File: config.mk
export PLATFORM = sky130hd
export DESIGN_NAME = serial_frame_parser_timeout_top
export DESIGN_NICKNAME = d
export VERILOG_FILES = /design/src/design/sfpt_pkg.sv /design/src/design/serial_frame_parser_timeout_top.sv /design/src/design/sfpt_ctrl.sv /design/src/design/sfpt_datapath.sv
export SDC_FILE = /design/constraint.sdc
export NUM_CORES = 1
export LEC_CHECK = 0
export BUFFER_PORTS_ARGS = -buffer_cell sky130_fd_sc_hd__buf_2
export CAP_MARGIN = 20
export CORE_MARGIN = 10
export CORE_UTILIZATION = 45
export DETAILED_ROUTE_END_ITERATION = 16
export PLACE_DENSITY = 0.67
export SLEW_MARGIN = 40
export SYNTH_ARGS = -nofsm -noshare
export SYNTH_HDL_FRONTEND = slang
export SYNTH_SLANG_ARGS = --single-unit
File: constraint.sdc
create_clock -name clk -period 7.7 [get_ports clk]
set_input_delay 1.155 -clock clk [delete_from_list [all_inputs] [get_ports clk]]
set_output_delay 1.155 -clock clk [all_outputs]
set_load 0.01 [all_outputs]
File: src/design/sfpt_pkg.sv
`timescale 1ns / 1ps
// Shared types, codes and sizes for the serial frame parser with timeout.
// Used by sfpt_ctrl, sfpt_datapath and serial_frame_parser_timeout_top.
package sfpt_pkg;

  localparam int MAX_PAYLOAD = 16;
  localparam int IDX_W       = $clog2(MAX_PAYLOAD);
  localparam int LEN_W       = $clog2(MAX_PAYLOAD + 1);

  localparam logic [7:0] START_MARKER_RST = 8'hAA;

  localparam int CFG_IDX_W = 1;
  localparam logic [CFG_IDX_W-1:0] REG_GAP_LIMIT    = 1'd0;
  localparam logic [CFG_IDX_W-1:0] REG_START_MARKER = 1'd1;

  localparam logic [1:0] ST_RECV     = 2'd0;
  localparam logic [1:0] ST_OK       = 2'd1;
  localparam logic [1:0] ST_SUM_ERR  = 2'd2;
  localparam logic [1:0] ST_TIMEOUT  = 2'd3;

  typedef logic [3:0] dp_op_t;

  localparam dp_op_t OP_NOP       = 4'd0;
  localparam dp_op_t OP_IDLE      = 4'd1;
  localparam dp_op_t OP_START     = 4'd2;
  localparam dp_op_t OP_TIMEOUT   = 4'd3;
  localparam dp_op_t OP_CMD       = 4'd4;
  localparam dp_op_t OP_LEN       = 4'd5;
  localparam dp_op_t OP_LEN_BAD   = 4'd6;
  localparam dp_op_t OP_DATA      = 4'd7;
  localparam dp_op_t OP_SUM_EMPTY = 4'd8;
  localparam dp_op_t OP_SUM_FIRST = 4'd9;
  localparam dp_op_t OP_SUM_BAD   = 4'd10;
  localparam dp_op_t OP_READ_NEXT = 4'd11;

  typedef struct packed {
    dp_op_t op;
  } dp_cmd_t;

  typedef struct packed {
    logic out_free;
    logic timeout;
    logic marker_hit;
    logic len_big;
    logic len_byte_zero;
    logic fill_done;
    logic held_len_zero;
    logic held_len_one;
    logic rd_last;
    logic sum_match;
  } dp_stat_t;

endpackage

File: src/design/serial_frame_parser_timeout_top.sv
`timescale 1ns / 1ps
// Top level of the serial frame parser with inter-byte timeout.
// Depends on sfpt_pkg, sfpt_ctrl and sfpt_datapath.
//
// Input stream: one beat per received byte (s_tdata[7:0] byte, [39:8] arrival
// time). Output stream: one beat per result; m_tuser carries the status
// (0 receiving, 1 frame ok, 2 checksum error, 3 timeout), m_tlast marks the
// final beat caused by one input beat.
// Frames are marker, command, length (0..MAX_PAYLOAD), payload, XOR checksum.
// Registers: index 0 gap limit (0 disables timeout), index 1 start marker.
// A result is registered and is on the output in the cycle after its input.
// Throughput: one input beat per cycle while the output is free; a good frame
// of N payload bytes yields N beats (one for an empty payload), read from the
// payload store at one beat per cycle unless stalled, holding off input.
// Reset (synchronous, active high): parser idle, gap limit 0, marker 0xAA,
// output empty. When the receiver stalls the output beat holds and s_tready
// drops, so no input is taken until the output register can be refilled.
module serial_frame_parser_timeout_top
  import sfpt_pkg::*;
(
  input  logic                 clk,
  input  logic                 rst,
  input  logic                 cfg_wr_en,
  input  logic [CFG_IDX_W-1:0] cfg_index,
  input  logic [31:0]          cfg_data,
  input  logic                 s_tvalid,
  output logic                 s_tready,
  input  logic [39:0]          s_tdata,   // rx_byte[7:0], arrival_time[39:8]
  output logic                 m_tvalid,
  input  logic                 m_tready,
  output logic [31:0]          m_tdata,   // frame_command[7:0], frame_length[12:8],
                                          // payload_byte[20:13], payload_index[24:21]
  output logic [1:0]           m_tuser,   // status[1:0]
  output logic                 m_tlast    // last_of_run
);

  dp_cmd_t          cmd;
  dp_stat_t         stat;
  logic [7:0]       out_command;
  logic [LEN_W-1:0] out_length;
  logic [7:0]       out_pbyte;
  logic [IDX_W-1:0] out_index;

  sfpt_ctrl u_ctrl (
    .clk      (clk),
    .rst      (rst),
    .s_tvalid (s_tvalid),
    .s_tready (s_tready),
    .stat     (stat),
    .cmd      (cmd)
  );

  sfpt_datapath u_dp (
    .clk          (clk),
    .rst          (rst),
    .cfg_wr_en    (cfg_wr_en),
    .cfg_index    (cfg_index),
    .cfg_data     (cfg_data),
    .rx_byte      (s_tdata[7:0]),
    .arrival_time (s_tdata[39:8]),
    .cmd          (cmd),
    .stat         (stat),
    .out_valid    (m_tvalid),
    .out_ready    (m_tready),
    .out_status   (m_tuser),
    .out_command  (out_command),
    .out_length   (out_length),
    .out_pbyte    (out_pbyte),
    .out_index    (out_index),
    .out_last     (m_tlast)
  );

  assign m_tdata = {7'd0, out_index, out_pbyte, out_length, out_command};

endmodule

File: src/design/sfpt_ctrl.sv
`timescale 1ns / 1ps
// Frame parser controller: phase state machine and readout sequencing.
// Depends on sfpt_pkg; drives sfpt_datapath through dp_cmd_t.
module sfpt_ctrl
  import sfpt_pkg::*;
(
  input  logic     clk,
  input  logic     rst,
  input  logic     s_tvalid,
  output logic     s_tready,
  input  dp_stat_t stat,
  output dp_cmd_t  cmd
);

  localparam logic [2:0] PH_IDLE = 3'd0;
  localparam logic [2:0] PH_CMD  = 3'd1;
  localparam logic [2:0] PH_LEN  = 3'd2;
  localparam logic [2:0] PH_DATA = 3'd3;
  localparam logic [2:0] PH_SUM  = 3'd4;
  localparam logic [2:0] PH_READ = 3'd5;

  logic [2:0] phase;
  logic [2:0] phase_next;
  logic       accept;

  always_comb begin
    cmd.op     = OP_NOP;
    phase_next = phase;
    s_tready   = (phase != PH_READ) && stat.out_free;
    accept     = s_tvalid && s_tready;
    if (phase == PH_READ) begin
      if (stat.out_free) begin
        cmd.op = OP_READ_NEXT;
        if (stat.rd_last) begin
          phase_next = PH_IDLE;
        end
      end
    end else if (accept) begin
      if (phase != PH_IDLE && stat.timeout) begin
        cmd.op     = OP_TIMEOUT;
        phase_next = stat.marker_hit ? PH_CMD : PH_IDLE;
      end else begin
        case (phase)
          PH_IDLE: begin
            if (stat.marker_hit) begin
              cmd.op     = OP_START;
              phase_next = PH_CMD;
            end else begin
              cmd.op = OP_IDLE;
            end
          end
          PH_CMD: begin
            cmd.op     = OP_CMD;
            phase_next = PH_LEN;
          end
          PH_LEN: begin
            if (stat.len_big) begin
              cmd.op     = OP_LEN_BAD;
              phase_next = PH_IDLE;
            end else begin
              cmd.op     = OP_LEN;
              phase_next = stat.len_byte_zero ? PH_SUM : PH_DATA;
            end
          end
          PH_DATA: begin
            cmd.op = OP_DATA;
            if (stat.fill_done) begin
              phase_next = PH_SUM;
            end
          end
          PH_SUM: begin
            if (!stat.sum_match) begin
              cmd.op     = OP_SUM_BAD;
              phase_next = PH_IDLE;
            end else if (stat.held_len_zero) begin
              cmd.op     = OP_SUM_EMPTY;
              phase_next = PH_IDLE;
            end else begin
              cmd.op     = OP_SUM_FIRST;
              phase_next = stat.held_len_one ? PH_IDLE : PH_READ;
            end
          end
          default: begin
            cmd.op     = OP_LEN_BAD;
            phase_next = PH_IDLE;
          end
        endcase
      end
    end
  end

  always_ff @(posedge clk) begin
    if (rst) begin
      phase <= PH_IDLE;
    end else begin
      phase <= phase_next;
    end
  end

endmodule

File: src/design/sfpt_datapath.sv
`timescale 1ns / 1ps
// Frame parser datapath: config registers, frame fields, payload store,
// checksum, gap check and the output register. Depends on sfpt_pkg.
module sfpt_datapath
  import sfpt_pkg::*;
(
  input  logic                 clk,
  input  logic                 rst,
  input  logic                 cfg_wr_en,
  input  logic [CFG_IDX_W-1:0] cfg_index,
  input  logic [31:0]          cfg_data,
  input  logic [7:0]           rx_byte,
  input  logic [31:0]          arrival_time,
  input  dp_cmd_t              cmd,
  output dp_stat_t             stat,
  output logic                 out_valid,
  input  logic                 out_ready,
  output logic [1:0]           out_status,
  output logic [7:0]           out_command,
  output logic [LEN_W-1:0]     out_length,
  output logic [7:0]           out_pbyte,
  output logic [IDX_W-1:0]     out_index,
  output logic                 out_last
);

  logic [31:0]      gap_limit;
  logic [7:0]       start_marker;
  logic [7:0]       held_command;
  logic [LEN_W-1:0] held_length;
  logic [LEN_W-1:0] fill;
  logic [7:0]       running_xor;
  logic [31:0]      last_time;
  logic [IDX_W-1:0] rd_idx;
  logic [7:0]       store [MAX_PAYLOAD];
  logic [31:0]      gap;
  logic [IDX_W-1:0] rd_sel;

  assign gap    = arrival_time - last_time;
  assign rd_sel = (cmd.op == OP_SUM_FIRST) ? '0 : rd_idx;

  always_comb begin
    stat.out_free      = !out_valid || out_ready;
    stat.timeout       = (gap_limit != 32'd0) && (gap > gap_limit);
    stat.marker_hit    = (rx_byte == start_marker);
    stat.len_big       = (rx_byte > 8'(MAX_PAYLOAD));
    stat.len_byte_zero = (rx_byte == 8'd0);
    stat.fill_done     = (LEN_W'(fill + LEN_W'(1)) >= held_length);
    stat.held_len_zero = (held_length == '0);
    stat.held_len_one  = (held_length == LEN_W'(1));
    stat.rd_last       = (LEN_W'(LEN_W'(rd_idx) + LEN_W'(1)) == held_length);
    stat.sum_match     = (rx_byte == running_xor);
  end

  always_ff @(posedge clk) begin
    if (rst) begin
      gap_limit    <= 32'd0;
      start_marker <= START_MARKER_RST;
    end else if (cfg_wr_en) begin
      case (cfg_index)
        REG_GAP_LIMIT:    gap_limit    <= cfg_data;
        REG_START_MARKER: start_marker <= cfg_data[7:0];
        default: ;
      endcase
    end
  end

  always_ff @(posedge clk) begin
    if (rst) begin
      held_command <= 8'd0;
      held_length  <= '0;
      fill         <= '0;
      running_xor  <= 8'd0;
      last_time    <= 32'd0;
      rd_idx       <= '0;
    end else begin
      case (cmd.op)
        OP_START: begin
          fill        <= '0;
          running_xor <= 8'd0;
          last_time   <= arrival_time;
        end
        OP_TIMEOUT: begin
          held_command <= 8'd0;
          held_length  <= '0;
          fill         <= '0;
          running_xor  <= 8'd0;
          last_time    <= arrival_time;
        end
        OP_CMD: begin
          held_command <= rx_byte;
          running_xor  <= running_xor ^ rx_byte;
          last_time    <= arrival_time;
        end
        OP_LEN: begin
          held_length <= rx_byte[LEN_W-1:0];
          running_xor <= running_xor ^ rx_byte;
          last_time   <= arrival_time;
        end
        OP_LEN_BAD, OP_SUM_BAD: begin
          held_command <= 8'd0;
          held_length  <= '0;
          fill         <= '0;
          running_xor  <= 8'd0;
          last_time    <= 32'd0;
        end
        OP_DATA: begin
          fill        <= LEN_W'(fill + LEN_W'(1));
          running_xor <= running_xor ^ rx_byte;
          last_time   <= arrival_time;
        end
        OP_SUM_EMPTY: begin
          last_time <= arrival_time;
        end
        OP_SUM_FIRST: begin
          last_time <= arrival_time;
          rd_idx    <= IDX_W'(1);
        end
        OP_READ_NEXT: begin
          rd_idx <= IDX_W'(rd_idx + IDX_W'(1));
        end
        default: ;
      endcase
    end
  end

  always_ff @(posedge clk) begin
    if (cmd.op == OP_DATA) begin
      store[fill[IDX_W-1:0]] <= rx_byte;
    end
  end

  always_ff @(posedge clk) begin
    if (rst) begin
      out_valid <= 1'b0;
    end else if (cmd.op != OP_NOP) begin
      out_valid <= 1'b1;
    end else if (out_ready) begin
      out_valid <= 1'b0;
    end
  end

  always_ff @(posedge clk) begin
    if (cmd.op != OP_NOP) begin
      out_status  <= ST_RECV;
      out_command <= 8'd0;
      out_length  <= '0;
      out_pbyte   <= 8'd0;
      out_index   <= '0;
      out_last    <= 1'b1;
      case (cmd.op)
        OP_TIMEOUT: out_status <= ST_TIMEOUT;
        OP_SUM_BAD: out_status <= ST_SUM_ERR;
        OP_SUM_EMPTY: begin
          out_status  <= ST_OK;
          out_command <= held_command;
        end
        OP_SUM_FIRST, OP_READ_NEXT: begin
          out_status  <= ST_OK;
          out_command <= held_command;
          out_length  <= held_length;
          out_pbyte   <= store[rd_sel];
          out_index   <= rd_sel;
          out_last    <= (cmd.op == OP_SUM_FIRST) ? stat.held_len_one : stat.rd_last;
        end
        default: ;
      endcase
    end
  end

  a_load_when_free: assert property (@(posedge clk) disable iff (rst)
    (cmd.op != OP_NOP) |-> (!out_valid || out_ready))
    else $error("result loaded over an unsent beat");

  a_fill_in_range: assert property (@(posedge clk) disable iff (rst)
    (cmd.op == OP_DATA) |-> (fill < held_length))
    else $error("payload write beyond frame length");

  a_read_in_range: assert property (@(posedge clk) disable iff (rst)
    (cmd.op == OP_READ_NEXT) |-> ((rd_idx != '0) && (LEN_W'(rd_idx) < held_length)))
    else $error("readout index out of frame");

  a_multi_not_last: assert property (@(posedge clk) disable iff (rst)
    ((cmd.op == OP_SUM_FIRST) && !stat.held_len_one) |=> (out_valid && !out_last))
    else $error("first beat of multi-byte frame marked last");

endmodule

Yosys cells after proc, flatten, opt, wreduce, memory -nomap -nowiden --
Memory sizes are Yosys's and may differ from the RTL's. A register that Yosys moved wholly into a read port is not among the register bits. Index checks and enable logic that the tools add are counted.
Storage, ports and cells: word-level logic and storage cells 116, input bits 78, flip-flop bits (word level) 126, RAM bits 128, output and inout port bits 37, memories kept 1
Cells by class: multiplexer cells 36, add/subtract/negate cells 4, equality and inequality tests 24, $lt $le $gt $ge 3, reduce and logical (&&, ||, !) cells 31, bitwise operators 2
Memories:
- u_dp.store | words 16, bits a word 8, read ports 1, clocked after Yosys merged registers in 1, wr ports 1, RTL line sfpt_datapath.sv:34 | logic [7:0] store [MAX_PAYLOAD];
Operators with widths (number):
- 32-bit case mux with 2 select lines | 1
- 3-bit two-way mux | 12
- 32-bit > comparator | 1
- 8-bit case mux with 2 select lines | 2
- 32-bit nonzero test | 1
- 32-bit subtractor | 1
- 4-bit two-way mux | 6
- 4-bit case mux with 5 select lines | 1
- 5-bit case mux with 2 select lines | 2
- 4-bit by 3-bit equality test with 1-bit output, second input constant | 4
- 4-bit equality test, second input constant | 4
- 8-bit equality test | 2
- 2-bit nonzero test | 8
- 3-bit case mux with 5 select lines | 1
- 3-bit OR reduction | 3
- 4-bit by 2-bit equality test with 1-bit output, second input constant | 2
- 8-bit by 5-bit > comparator with 1-bit output, second input constant | 1
- 8-bit zero test | 1
- 4-bit case mux with 2 select lines | 1
- 8-bit XOR | 1
- 1-bit two-way mux | 7
- 7-bit OR reduction | 1
- 3-bit by 2-bit equality test with 1-bit output, second input constant | 2
- 3-bit equality test, second input constant | 2
- 25 further kinds | 33

Depth between registers and ports, before layout --
Gate-level depths: netlist of the first run.
word-level depth 10, mapped depth 26

By module --
A second synthesis of the first run with hierarchy kept.
Unflattened totals: cell total of the unflattened synthesis 1383, area, all modules 13735.7 um2
By module, submodules not included:
- sfpt_datapath | cells an instance 1314, instances 1, sequential area each 6746.5 um2, area an instance 13259.0 um2
- sfpt_ctrl | cells an instance 61, instances 1, sequential area each 60.1 um2, area an instance 420.4 um2
- serial_frame_parser_timeout_top | cells an instance 8, instances 1, sequential area each 0.0 um2, area an instance 56.3 um2

Least setup slack after synthesis of the first run --
OpenSTA, ideal clock, no wires.
kind in2reg, from input port s_tdata[17], to memory u_dp.store[15][0] (enable), stages 19, path slack 1772 ps, required time 7368 ps, arrival 5597 ps, cells stage by stage ha_1 -> and3_1 -> a221o_1 -> nand3_1 -> o211ai_1 -> o21ai_0 -> o211ai_1 -> a31oi_1 -> nor4b_1 -> a311o_1 -> ha_1 -> nand4_1 -> nor4_1 -> o311a_1 -> o21bai_2 -> a21oi_2 -> o211a_1 -> buf_2 -> and3_1
On the way: word-level cells in the longest chain between the ends 10
RTL lines:
- start, declared | RTL line serial_frame_parser_timeout_top.sv:28 | input logic [39:0] s_tdata,
- 32-bit subtractor | RTL line sfpt_datapath.sv:38 | assign gap = arrival_time - last_time;
- 32-bit > comparator | RTL line sfpt_datapath.sv:43 | stat.timeout = (gap_limit != 32'd0) && (gap > gap_limit);
- 1-bit logical AND | RTL line sfpt_datapath.sv:43
- 1-bit logical AND | RTL line sfpt_ctrl.sv:39 | if (phase != PH_IDLE && stat.timeout) begin
- 4-bit two-way mux | RTL line sfpt_ctrl.sv:39
- 4-bit two-way mux | RTL line sfpt_ctrl.sv:38 | end else if (accept) begin
- 4-bit two-way mux | RTL line sfpt_ctrl.sv:31 | if (phase == PH_READ) begin
- 4-bit by 3-bit equality test with 1-bit output | RTL line sfpt_datapath.sv:127 | if (cmd.op == OP_DATA) begin
- 1-bit two-way mux | RTL line sfpt_datapath.sv:127
- 1-bit two-way mux (implied by the code) | RTL line sfpt_datapath.sv:128 | store[fill[IDX_W-1:0]] <= rx_byte;
- end, declared | RTL line sfpt_datapath.sv:34
Every way passes these cells.

Worst setup path in the final report of the first run --
from input port s_tdata[17], to memory u_dp.store[14][4] (enable)
The elaborated chain is that of the path after synthesis.

==> results of run 1 <==
-- layout make-up --
cell class,instances,area share [%]
Clock inverter,18,1.206
Inverter,87,2.113
Clock buffer,31,4.469
Multi-Input combinational cell,890,40.82
Timing Repair Buffer,121,4.169
Antenna cell,1,0.01619
Tap cell,390,3.157
Sequential cell,262,44.05
-- Yosys cell counts (3+ instances only) --
cell type | n | area, sq um
nand3_1 | 24 | 120.1
nand3b_1 | 26 | 195.2
xor2_1 | 9 | 78.83
o21ai_1 | 6 | 30.03
xnor2_1 | 44 | 385.4
mux2_2 | 16 | 180.2
nand2b_1 | 11 | 68.82
nor3_1 | 13 | 65.06
a21oi_1 | 102 | 510.5
or3_1 | 4 | 25.02
a22oi_1 | 9 | 67.56
a31oi_1 | 14 | 87.58
o21ai_0 | 51 | 255.2
and3_1 | 23 | 143.9
mux4_2 | 16 | 360.4
o21bai_1 | 6 | 45.04
inv_1 | 86 | 322.8
nand2_1 | 139 | 521.8
clkbuf_1 | 44 | 165.2
o21a_1 | 3 | 22.52
a211oi_1 | 21 | 157.7
o211ai_1 | 7 | 52.55
a32oi_1 | 32 | 280.3
mux2i_1 | 14 | 140.1
edfxtp_1 | 156 | 4684
nor2b_1 | 12 | 75.07
nor2_1 | 62 | 232.7
a211oi_2 | 11 | 137.6
and2_1 | 19 | 118.9
ha_1 | 73 | 913.4
nor4_1 | 15 | 93.84
a21o_1 | 15 | 112.6
nor2_2 | 3 | 18.77
buf_1 | 9 | 33.78
dfxtp_1 | 106 | 2122
nand4_1 | 14 | 87.58
a221oi_1 | 9 | 78.83
a32o_1 | 3 | 30.03
buf_4 | 11 | 82.58
o32ai_1 | 8 | 70.07
buf_2 | 12 | 60.06
-- kinds of logic after synthesis --
group,share of synthesized area [%]
and+or+nand+nor,13.82
AOI/OAI and AO/OA,16.62
DFF,49.43
buffers and inverters,5.015
adders and majority gates,6.778
xor gates and xnor gates,3.371
muxes,4.943
other,0.02723
-- per-stage QoR --
| step | cells | setup WS, ns |
|---|---|---|
| 2_1_floorplan | 1317 | 1.772 |
| 3_3_place_gp | 1750 | 0.7530 |
| 3_5_place_dp | 1750 | 0.5615 |
| 4_1_cts | 1799 | 1.142 |
| 5_1_grt | 1799 | 0.5136 |
| 6_report | 1800 | 1.136 |
-- how the worst min path moves through the flow --
stage / endpoint / from
after global placement: u_dp.last_time[21] / u_dp.last_time[21]
after global routing: u_dp.start_marker[4] / u_dp.start_marker[4]
final: u_dp.last_time[10] / u_dp.last_time[10]
after CTS: u_dp.last_time[11] / u_dp.last_time[11]
after floorplan: u_dp.last_time[10] / u_dp.last_time[10]
after detailed placement: u_dp.last_time[11] / u_dp.last_time[11]
-- report_power, final --
part | internal, W | switching [W] | total, W
combinational | 0.000111 | 0.000183 | 0.000294
clock | 0.000747 | 0.000561 | 0.00131
sequential | 0.00150 | 0.0000109 | 0.00151
total | 0.00236 | 0.000755 | 0.00311
-- layout by cell type (no fill, tap or decap), drive strengths merged, types with 24 or more instances in the layout --
| cell | netlist | layout |
|---|---|---|
| dfxtp | 106 | 106 |
| a32oi | 32 | 32 |
| nand2 | 141 | 141 |
| nor2 | 65 | 65 |
| inv | 87 | 89 |
| ha | 73 | 73 |
| edfxtp | 156 | 156 |
| xnor2 | 44 | 44 |
| buf | 34 | 121 |
| o21ai | 58 | 58 |
| nand3b | 26 | 26 |
| a211oi | 32 | 32 |
| clkbuf | 44 | 31 |
| nand3 | 24 | 24 |
| a21oi | 105 | 105 |
-- routing by layer --
metal	global-route usage (%)	vias to the layer above
met3	3.545	62
met2	28.90	321
met1	23.25	5015
li1	-	4973
met5	0	-
met4	4.762	2
-- flip-flops by register name, indices dropped and copies added (netlist names), 8 cells and up --
name,count
u_dp.running_xor,8
u_dp.out_command,8
u_dp.gap_limit,32
u_dp.store,128
u_dp.last_time,32
u_dp.held_command,8
u_dp.start_marker,8
u_dp.out_pbyte,8
-- critical path: stages --
cell and delay, ns:
buf_2 0.12, ha_1 0.34, and3_1 0.24, a221o_1 0.34
nand3_1 0.10, o211ai_1 0.10, o21ai_0 0.50, o211ai_1 0.17
a31oi_1 0.40, nor4b_1 0.11, a311o_1 0.35, ha_1 0.32
nand4_1 0.16, nor4_1 0.34, o311a_1 0.44, o21bai_2 0.24
a21oi_4 0.23, o211a_1 0.56, and3_1 0.54
==> results.json, run 1 <==
{
  "first_pass_iters": 7,
  "setup_viol": 0,
  "r2r_cells": 19,
  "gp_congestion": 0.9059,
  "row_count": 63,
  "fin_worst_skew_ns": 0.02234,
  "layout.nets": 1541,
  "tritoncts": "done",
  "dieArea_sq_mm": 0.03800,
  "ys_types": 84,
  "grt_max_degree": 73,
  "yosysSeqAreaShare_pct": 49.43,
  "grt.overflow.total": 0,
  "clkTransAtPathRegs_ns": 0.06,
  "vias": 10370,
  "grt.total_usage_pct": 17.66,
  "drc": 0,
  "grt_pass1_wl_microns": 55620,
  "cp-startpoint": "s_tdata[17]",
  "hpwl_microns": 24410,
  "place_area_sq_mm": 0.01457,
  "cp-end-kind": "flip-flop",
  "fin_util_pct": 51.60,
  "worst_pin_slew_ns": 0.7832,
  "syn_inst": 1311,
  "p_leak_nw": 5.506,
  "setup.worst_path.class": "primary input to flip-flop",
  "hold_ws_ns": 0.4665,
  "num-fill-cells": 2738,
  "syn-cell-area_sq_mm": 0.01377,
  "grt_pass1_vias": 10230,
  "hold_class": "flip-flop to flip-flop",
  "critical_path_arrival_ns": 6.77,
  "top_layer_used": "met5",
  "numPortBuffers": 107,
  "crit_required_ns": 7.91,
  "maxSlewViolCount": 0,
  "h-tree-depth": 1,
  "powerDensity_mw_per_mm2": 201.4,
  "ant_nets": 0,
  "drtIter0Drc": 793,
  "dr_wl_met2_microns": 16730,
  "r2r-end": "u_dp.store[14][4]",
  "clk_latency_ns": 0.56,
  "initial_core_util_pct": 45.97,
  "synth_area_per_cell_sq_um": 10.50,
  "core_sq_mm": 0.02995,
  "viasPerCell": 5.763,
  "grt_setup_unrepaired": "no",
  "run_status": "finished clean",
  "cts_buffers": 27,
  "synthArstFlopShare_pct": 0,
  "tns_ns": 0,
  "stdcell_area_sq_mm": 0.01546,
  "reg2reg_slack_ns": 1.50,
  "ys_ff_latch": 262,
  "dieHeight_microns": 194.9,
  "multi_input_area_sq_mm": 0.006309,
  "min_path_cells": 2,
  "wl_per_cell_microns": 19.59,
  "grt_antenna_before_repair": 2,
  "yosys_warnings": 0,
  "maxCapViolCount": 0,
  "post-route-period-util_pct": 85.25,
  "regArea_sq_mm": 0.006809,
  "fmax_mhz": 152.3,
  "cts_setup_buffers": 0,
  "synth-edff-count": 156,
  "pin_count": 115,
  "crit_path_end": "u_dp.store[14][4]",
  "cts-hold-fix-buffers": 0,
  "chipWidth_microns": 194.9,
  "crit_fanout": 21,
  "wl_met1_microns": 15320,
  "routed_wl_microns": 35260,
  "syn2layout_area_growth_pct": 12.24,
  "synth_ff_type": "edfxtp_1",
  "rr_startpoint": "u_dp.last_time[1]",
  "vdd_drop_max_v": 0.0001511,
  "clock_path_buffers": 3,
  "dr_wl_met3_microns": 2457,
  "cts_resized": 0,
  "final-hold-violation-count": 0,
  "cts_sinks": 262,
  "slew-limit-headroom_pct": 47.50,
  "cp-start-kind": "primary input",
  "power_w": 0.003113,
  "cts-root-buf": "clkbuf_16",
  "min_period_ns": 6.564,
  "drive_gt1_share_pct": 16.68
}
(Power assumes the default switching activity.)
==> run 2, diff against run 1 <==
--- a/config.mk
+++ b/config.mk
@@ -11,6 +11,8 @@
 export CORE_UTILIZATION = 45
 export DETAILED_ROUTE_END_ITERATION = 16
 export PLACE_DENSITY = 0.67
+export RECOVER_POWER = 100
+export SETUP_SLACK_MARGIN = 0.15
 export SLEW_MARGIN = 40
 export SYNTH_ARGS = -nofsm -noshare
 export SYNTH_HDL_FRONTEND = slang
==> run 2 against run 1 <==
Compared with the run above:
- setup slack worse by 0.19 ns
- wire length hardly changed
- maximum frequency is 2.8% lower
- largest power group unchanged
- critical path type unchanged
- core utilization is 0.40 points lower
- global-route usage stayed put
- critical endpoint unchanged
- highest routed layer unchanged
- non-clock buffer count stayed put
- via count is 0.54% higher
- the run now ends with max-capacitance violations, max-slew violations left
- sequential share of layout area is 0.34 points higher
==> results.json, run 2 (synthesis results as in run 1) <==
{
  "fin_cells": 1800,
  "dp.cells": 1750,
  "grt.overflow.total": 0,
  "ant_nets": 0,
  "chipWidth_microns": 194.9,
  "wl_per_cell_microns": 19.58,
  "crit_required_ns": 7.91,
  "row_count": 63,
  "slew-limit-headroom_pct": -144.1,
  "place_area_sq_mm": 0.01457,
  "max_stage_delay_ns": 0.60,
  "grt_pass1_wl_microns": 55620,
  "cp-start-kind": "primary input",
  "cp_top_family": "compound AO/OA/AOI/OAI gates",
  "cts_buffers": 27,
  "drtIter0Drc": 685,
  "final-hold-violation-count": 0,
  "grt_antenna_before_repair": 2,
  "min_period_ns": 6.754,
  "crit_fanout": 21,
  "grt_pass1_vias": 10230,
  "first_pass_iters": 5,
  "rr_startpoint": "u_dp.last_time[1]",
  "reg2reg_slack_ns": 1.35,
  "clkTransAtPathRegs_ns": 0.06,
  "powerDensity_mw_per_mm2": 203.0,
  "cp-end-kind": "flip-flop",
  "run_status": "complete, but fails checks",
  "dieHeight_microns": 194.9,
  "gp_congestion": 0.9059,
  "critical_path.slowest_cell": "o211a_1",
  "hold_ws_ns": 0.4684,
  "post-route-period-util_pct": 87.71,
  "drive_gt1_share_pct": 12.99,
  "cts_setup_buffers": 0,
  "hold_class": "flip-flop to flip-flop",
  "stdcell_area_sq_mm": 0.01534,
  "grt_max_degree": 73,
  "setup.worst_path.class": "primary input to flip-flop",
  "viasPerCell": 5.794,
  "vias": 10430,
  "cts_resized": 0,
  "r2r_cells": 19,
  "clk_latency_ns": 0.56,
  "final_cell_mix": "edfxtp_1, nand2_1, a21oi_1, dfxtp_1, inv_1",
  "cts-root-buf": "clkbuf_16",
  "initial_core_util_pct": 45.97,
  "h-tree-depth": 1,
  "layout.nets": 1541,
  "grt.total_usage_pct": 17.66,
  "maxSlewViolCount": 198,
  "tns_ns": 0,
  "largest_reg_flops": 128,
  "core_sq_mm": 0.02995,
  "fmax_mhz": 148.1,
  "syn2layout_area_growth_pct": 11.38,
  "clock_path_buffers": 3,
  "cts-hold-fix-buffers": 0,
  "numPortBuffers": 107,
  "hpwl_microns": 24410,
  "r2r-end": "u_dp.store[14][4]",
  "dieArea_sq_mm": 0.03800,
  "pin_count": 115,
  "setup_viol": 0,
  "drc": 0,
  "min_from": "u_dp.last_time[29]",
  "routed_wl_microns": 35250,
  "critical_path_arrival_ns": 6.96,
  "tritoncts": "done",
  "layout_commonest_cell": "edfxtp_1",
  "vdd_drop_max_v": 0.0001513,
  "fin_worst_skew_ns": 0.02164,
  "cp_cell_sequence": "clkbuf_1 -> ha_1 -> nor2b_1 -> o21a_1 -> o21ai_0 -> a211oi_1 -> o21ai_0 -> o211ai_1 -> a31oi_1 -> nor4b_1 -> a311o_1 -> ha_1 -> nand4_1 -> nor4_1 -> o311a_1 -> o21bai_2 -> a21oi_1 -> o211a_1 -> and3_1",
  "maxCapViolCount": 4,
  "worstHoldEndpoint": "u_dp.last_time[29]",
  "worst_pin_slew_ns": 3.662,
  "violations": "max-capacitance violations, max-slew violations",
  "p_leak_nw": 5.351,
  "cts_sinks": 262,
  "power_w": 0.003113,
  "cp_num_buf_inv": 1,
  "grt_setup_unrepaired": "no",
  "min_path_cells": 2
}
## run 2: cell types whose count changed in the layout (fill, tap and decap cells not counted), sizes merged
cell / before / now
inv: 89 / 88
clkinv: 9 / 10
clkbuf: 31 / 76
buf: 121 / 76
## run 2: where the power goes
group          switching, W  internal [W]  leakage [nW]
clock network      0.000563      0.000747         0.418
logic              0.000183      0.000109          2.64
registers         0.0000110       0.00150          2.29
total              0.000756       0.00236          5.35
## run 2: worst max path at each step
stage / startpoint / cells past startpoint / slack, ns / end
after floorplan: s_tdata[17] / 19 / 1.77 / u_dp.store[15][0]
after global placement: s_tdata[9] / 19 / 0.75 / u_dp.store[14][4]
after detailed placement: s_tdata[9] / 19 / 0.56 / u_dp.store[14][4]
after CTS: s_tdata[9] / 19 / 1.14 / u_dp.store[14][4]
after global routing: s_tdata[9] / 22 / 0.32 / u_dp.last_time[0]
final: s_tdata[9] / 19 / 0.95 / u_dp.store[14][4]
## run 2: routing by layer
metal / part of all wire, % / vias up / routed length, microns / GRT usage, %
met3: 6.8 / 60 / 2400 / 3.545
met2: 48 / 327 / 16770 / 28.90
met1: 43 / 5068 / 15310 / 23.25
met5: 0.037 / - / 13 / 0
met4: 2.1 / 2 / 756 / 4.762
li1: - / 4972 / - / -
## run 2: metrics by stage
step | util [%] | worst slack (ns)
final | 51.20 | 0.9461
after global routing | 51.19 | 0.3188
after floorplan | - | 1.772
after detailed placement | 48.65 | 0.5615
after global placement | 48.65 | 0.7530
after CTS | 51.57 | 1.142
## run 2: area by class of cell
cell class                      count  area, sq um
Inverter                           87        326.6
Tap cell                          390        488.0
Sequential cell                   262         6809
Multi-Input combinational cell    890         6262
Fill cell                        2754        14620
Antenna cell                        1        2.502
Clock buffer                       31        690.7
Timing Repair Buffer              121        571.8
Clock inverter                     18        186.4
## run 2: worst register-to-register path, cell delays in order, from the launching register on
cell and delay, ns:
dfxtp_1 0.33, inv_1 0.07, ha_1 0.26, nor2b_1 0.13, o21a_1 0.17, o21ai_0 0.31, a211oi_1 0.18, o21ai_0 0.54
o211ai_1 0.18, a31oi_1 0.39, nor4b_1 0.11, a311o_1 0.35, ha_1 0.32, nand4_1 0.17, nor4_1 0.34, o311a_1 0.43
o21bai_2 0.21, a21oi_1 0.34, o211a_1 0.60, and3_1 0.56
==> run 3, diff against run 2 <==
--- a/config.mk
+++ b/config.mk
@@ -7,6 +7,7 @@
 export LEC_CHECK = 0
 export BUFFER_PORTS_ARGS = -buffer_cell sky130_fd_sc_hd__buf_2
 export CAP_MARGIN = 20
+export CORE_ASPECT_RATIO = 1.4
 export CORE_MARGIN = 10
 export CORE_UTILIZATION = 45
 export DETAILED_ROUTE_END_ITERATION = 16
==> run 3 against run 2 <==
Compared with the run above:
- the run still ends with max-capacitance violations, max-slew violations left
- register-to-register slack lost 0.09 ns
- via count shrank 1.8%
- non-clock buffer count grew 2
- core utilization shrank 0.35 points
- flip-flop and latch count is the same
- sequential share of layout area grew 0.054 points
- maximum frequency shrank 2.2%
- clock skew shrank 0.0087 ns
- sequential power is essentially flat
- setup slack lost 0.15 ns
- largest cell class unchanged
==> results.json, run 3 (synthesis results as in run 1) <==
{
  "grt_setup_unrepaired": "no",
  "clk_latency_ns": 0.54,
  "grt_pass1_vias": 10300,
  "max_stage_delay_ns": 0.69,
  "cp-start-kind": "primary input",
  "tns_ns": 0,
  "routed_wl_microns": 35350,
  "pin_count": 115,
  "clkTransAtPathRegs_ns": 0.07,
  "powerDensity_mw_per_mm2": 199.5,
  "initial_core_util_pct": 45.72,
  "crit_fanout": 48,
  "cts_buffers": 25,
  "setup.worst_path.class": "primary input to flip-flop",
  "vias": 10240,
  "grt_pass1_wl_microns": 55810,
  "dp.cells": 1746,
  "tritoncts": "done",
  "cts_sinks": 262,
  "layout_commonest_cell": "edfxtp_1",
  "gp_congestion": 0.8981,
  "num-fill-cells": 2753,
  "largest_reg_flops": 128,
  "ant_nets": 0,
  "clock_path_buffers": 3,
  "path_common_cell": "o21ai_0",
  "dieArea_sq_mm": 0.03810,
  "vdd_drop_max_v": 0.0001335,
  "post-route-period-util_pct": 89.66,
  "final-hold-violation-count": 0,
  "crit_required_ns": 8.05,
  "critical_path_arrival_ns": 7.25,
  "setup_viol": 0,
  "grt_max_degree": 73,
  "numPortBuffers": 107,
  "maxCapViolCount": 4,
  "cp-end-kind": "flip-flop",
  "core_sq_mm": 0.03012,
  "violations": "max-capacitance violations, max-slew violations",
  "wl_per_cell_microns": 19.69,
  "hold_ws_ns": 0.4670,
  "final_cell_mix": "edfxtp_1, nand2_1, dfxtp_1, a21oi_1, inv_1",
  "cp_cell_sequence": "buf_2 -> inv_1 -> ha_1 -> inv_1 -> fa_1 -> a211oi_1 -> o21ai_0 -> a41oi_1 -> o21ai_0 -> a31oi_1 -> o31a_1 -> o21ai_0 -> a21oi_1 -> xnor2_1 -> ha_1 -> nand4_1 -> nor4_1 -> a21oi_1 -> o311a_1 -> o21bai_1 -> a21oi_4 -> clkbuf_2 -> a32oi_1 -> o31ai_1",
  "cts-root-buf": "clkbuf_16",
  "layout.nets": 1541,
  "slew-limit-headroom_pct": -111.4,
  "hpwl_microns": 24950,
  "syn2layout_area_growth_pct": 11.24,
  "drtIter0Drc": 637,
  "critical_path.slowest_cell": "o21bai_1",
  "first_pass_iters": 5,
  "grt.overflow.total": 0,
  "grt_antenna_before_repair": 3,
  "fin_cells": 1795,
  "drive_gt1_share_pct": 12.93,
  "maxSlewViolCount": 173,
  "run_status": "complete, but fails checks",
  "h-tree-depth": 1,
  "viasPerCell": 5.705,
  "cts_setup_buffers": 0,
  "dieHeight_microns": 227.0,
  "cp_top_family": "compound AO/OA/AOI/OAI gates",
  "hold_class": "flip-flop to flip-flop",
  "fmax_mhz": 144.8,
  "cts-hold-fix-buffers": 0,
  "cp_num_buf_inv": 4,
  "min_period_ns": 6.904,
  "fin_worst_skew_ns": 0.01297,
  "grt.total_usage_pct": 17.92,
  "worst_pin_slew_ns": 3.171,
  "cts_resized": 0,
  "drc": 0,
  "chipWidth_microns": 167.8,
  "row_count": 75,
  "p_leak_nw": 5.357
}
-- run 3: where the power goes --
part           switching (W)  total [W]  internal (W)  leakage (nW)
registers          0.0000111    0.00151       0.00150          2.29
logic               0.000183   0.000293      0.000110          2.67
clock network       0.000543    0.00125      0.000708         0.395
-- run 3: stage by stage --
step           total power (W)  instance area (sq um)  setup WS [ns]  util [%]
2_1_floorplan         0.001730                  13790          1.772         -
3_3_place_gp          0.001828                  14580         0.7344     48.39
3_5_place_dp          0.001834                  14580         0.4990     48.39
4_1_cts               0.003081                  15400          1.079     51.12
5_1_grt               0.003170                  15320         0.3025     50.85
6_report              0.003055                  15320         0.7962     50.85
-- run 3: area by class of cell --
cell class	count	area, sq um	area share (%)
Tap cell	385	481.7	3.145
Timing Repair Buffer	123	608.1	3.970
Antenna cell	2	5.005	0.03267
Clock inverter	17	168.9	1.103
Clock buffer	29	650.6	4.247
Multi-Input combinational cell	890	6269	40.92
Inverter	87	326.6	2.132
Sequential cell	262	6809	44.45
-- run 3: tightest hold or removal path, delay by kind of cell, from the launching register on --
kind / cells / cell delay (ns)
AO/OA/AOI/OAI: 1 / 0.05
AND/OR/NAND/NOR: 1 / 0.05
flip-flops: 1 / 0.32
-- run 3: final timing paths --
path	endpoint	depth (start not counted)	slack, ns	from
max	u_dp.last_time[0]	24	0.80	s_tdata[8]
min	u_dp.start_marker[2]	2	0.47	u_dp.start_marker[2]
max reg2reg	u_dp.last_time[0]	22	1.26	u_dp.last_time[0]
min reg2reg	u_dp.start_marker[2]	2	0.47	u_dp.start_marker[2]
-- run 3: layer usage --
metal / share of wire, % / up-vias / wire [microns] / global-route usage, %
li1: - / 4972 / - / -
met1: 41 / 4962 / 14510 / 20.89
met2: 52 / 245 / 18310 / 32.82
met3: 4.4 / 59 / 1559 / 2.641
met4: 2.7 / 2 / 963 / 6.050
met5: 0.020 / - / 7 / 0
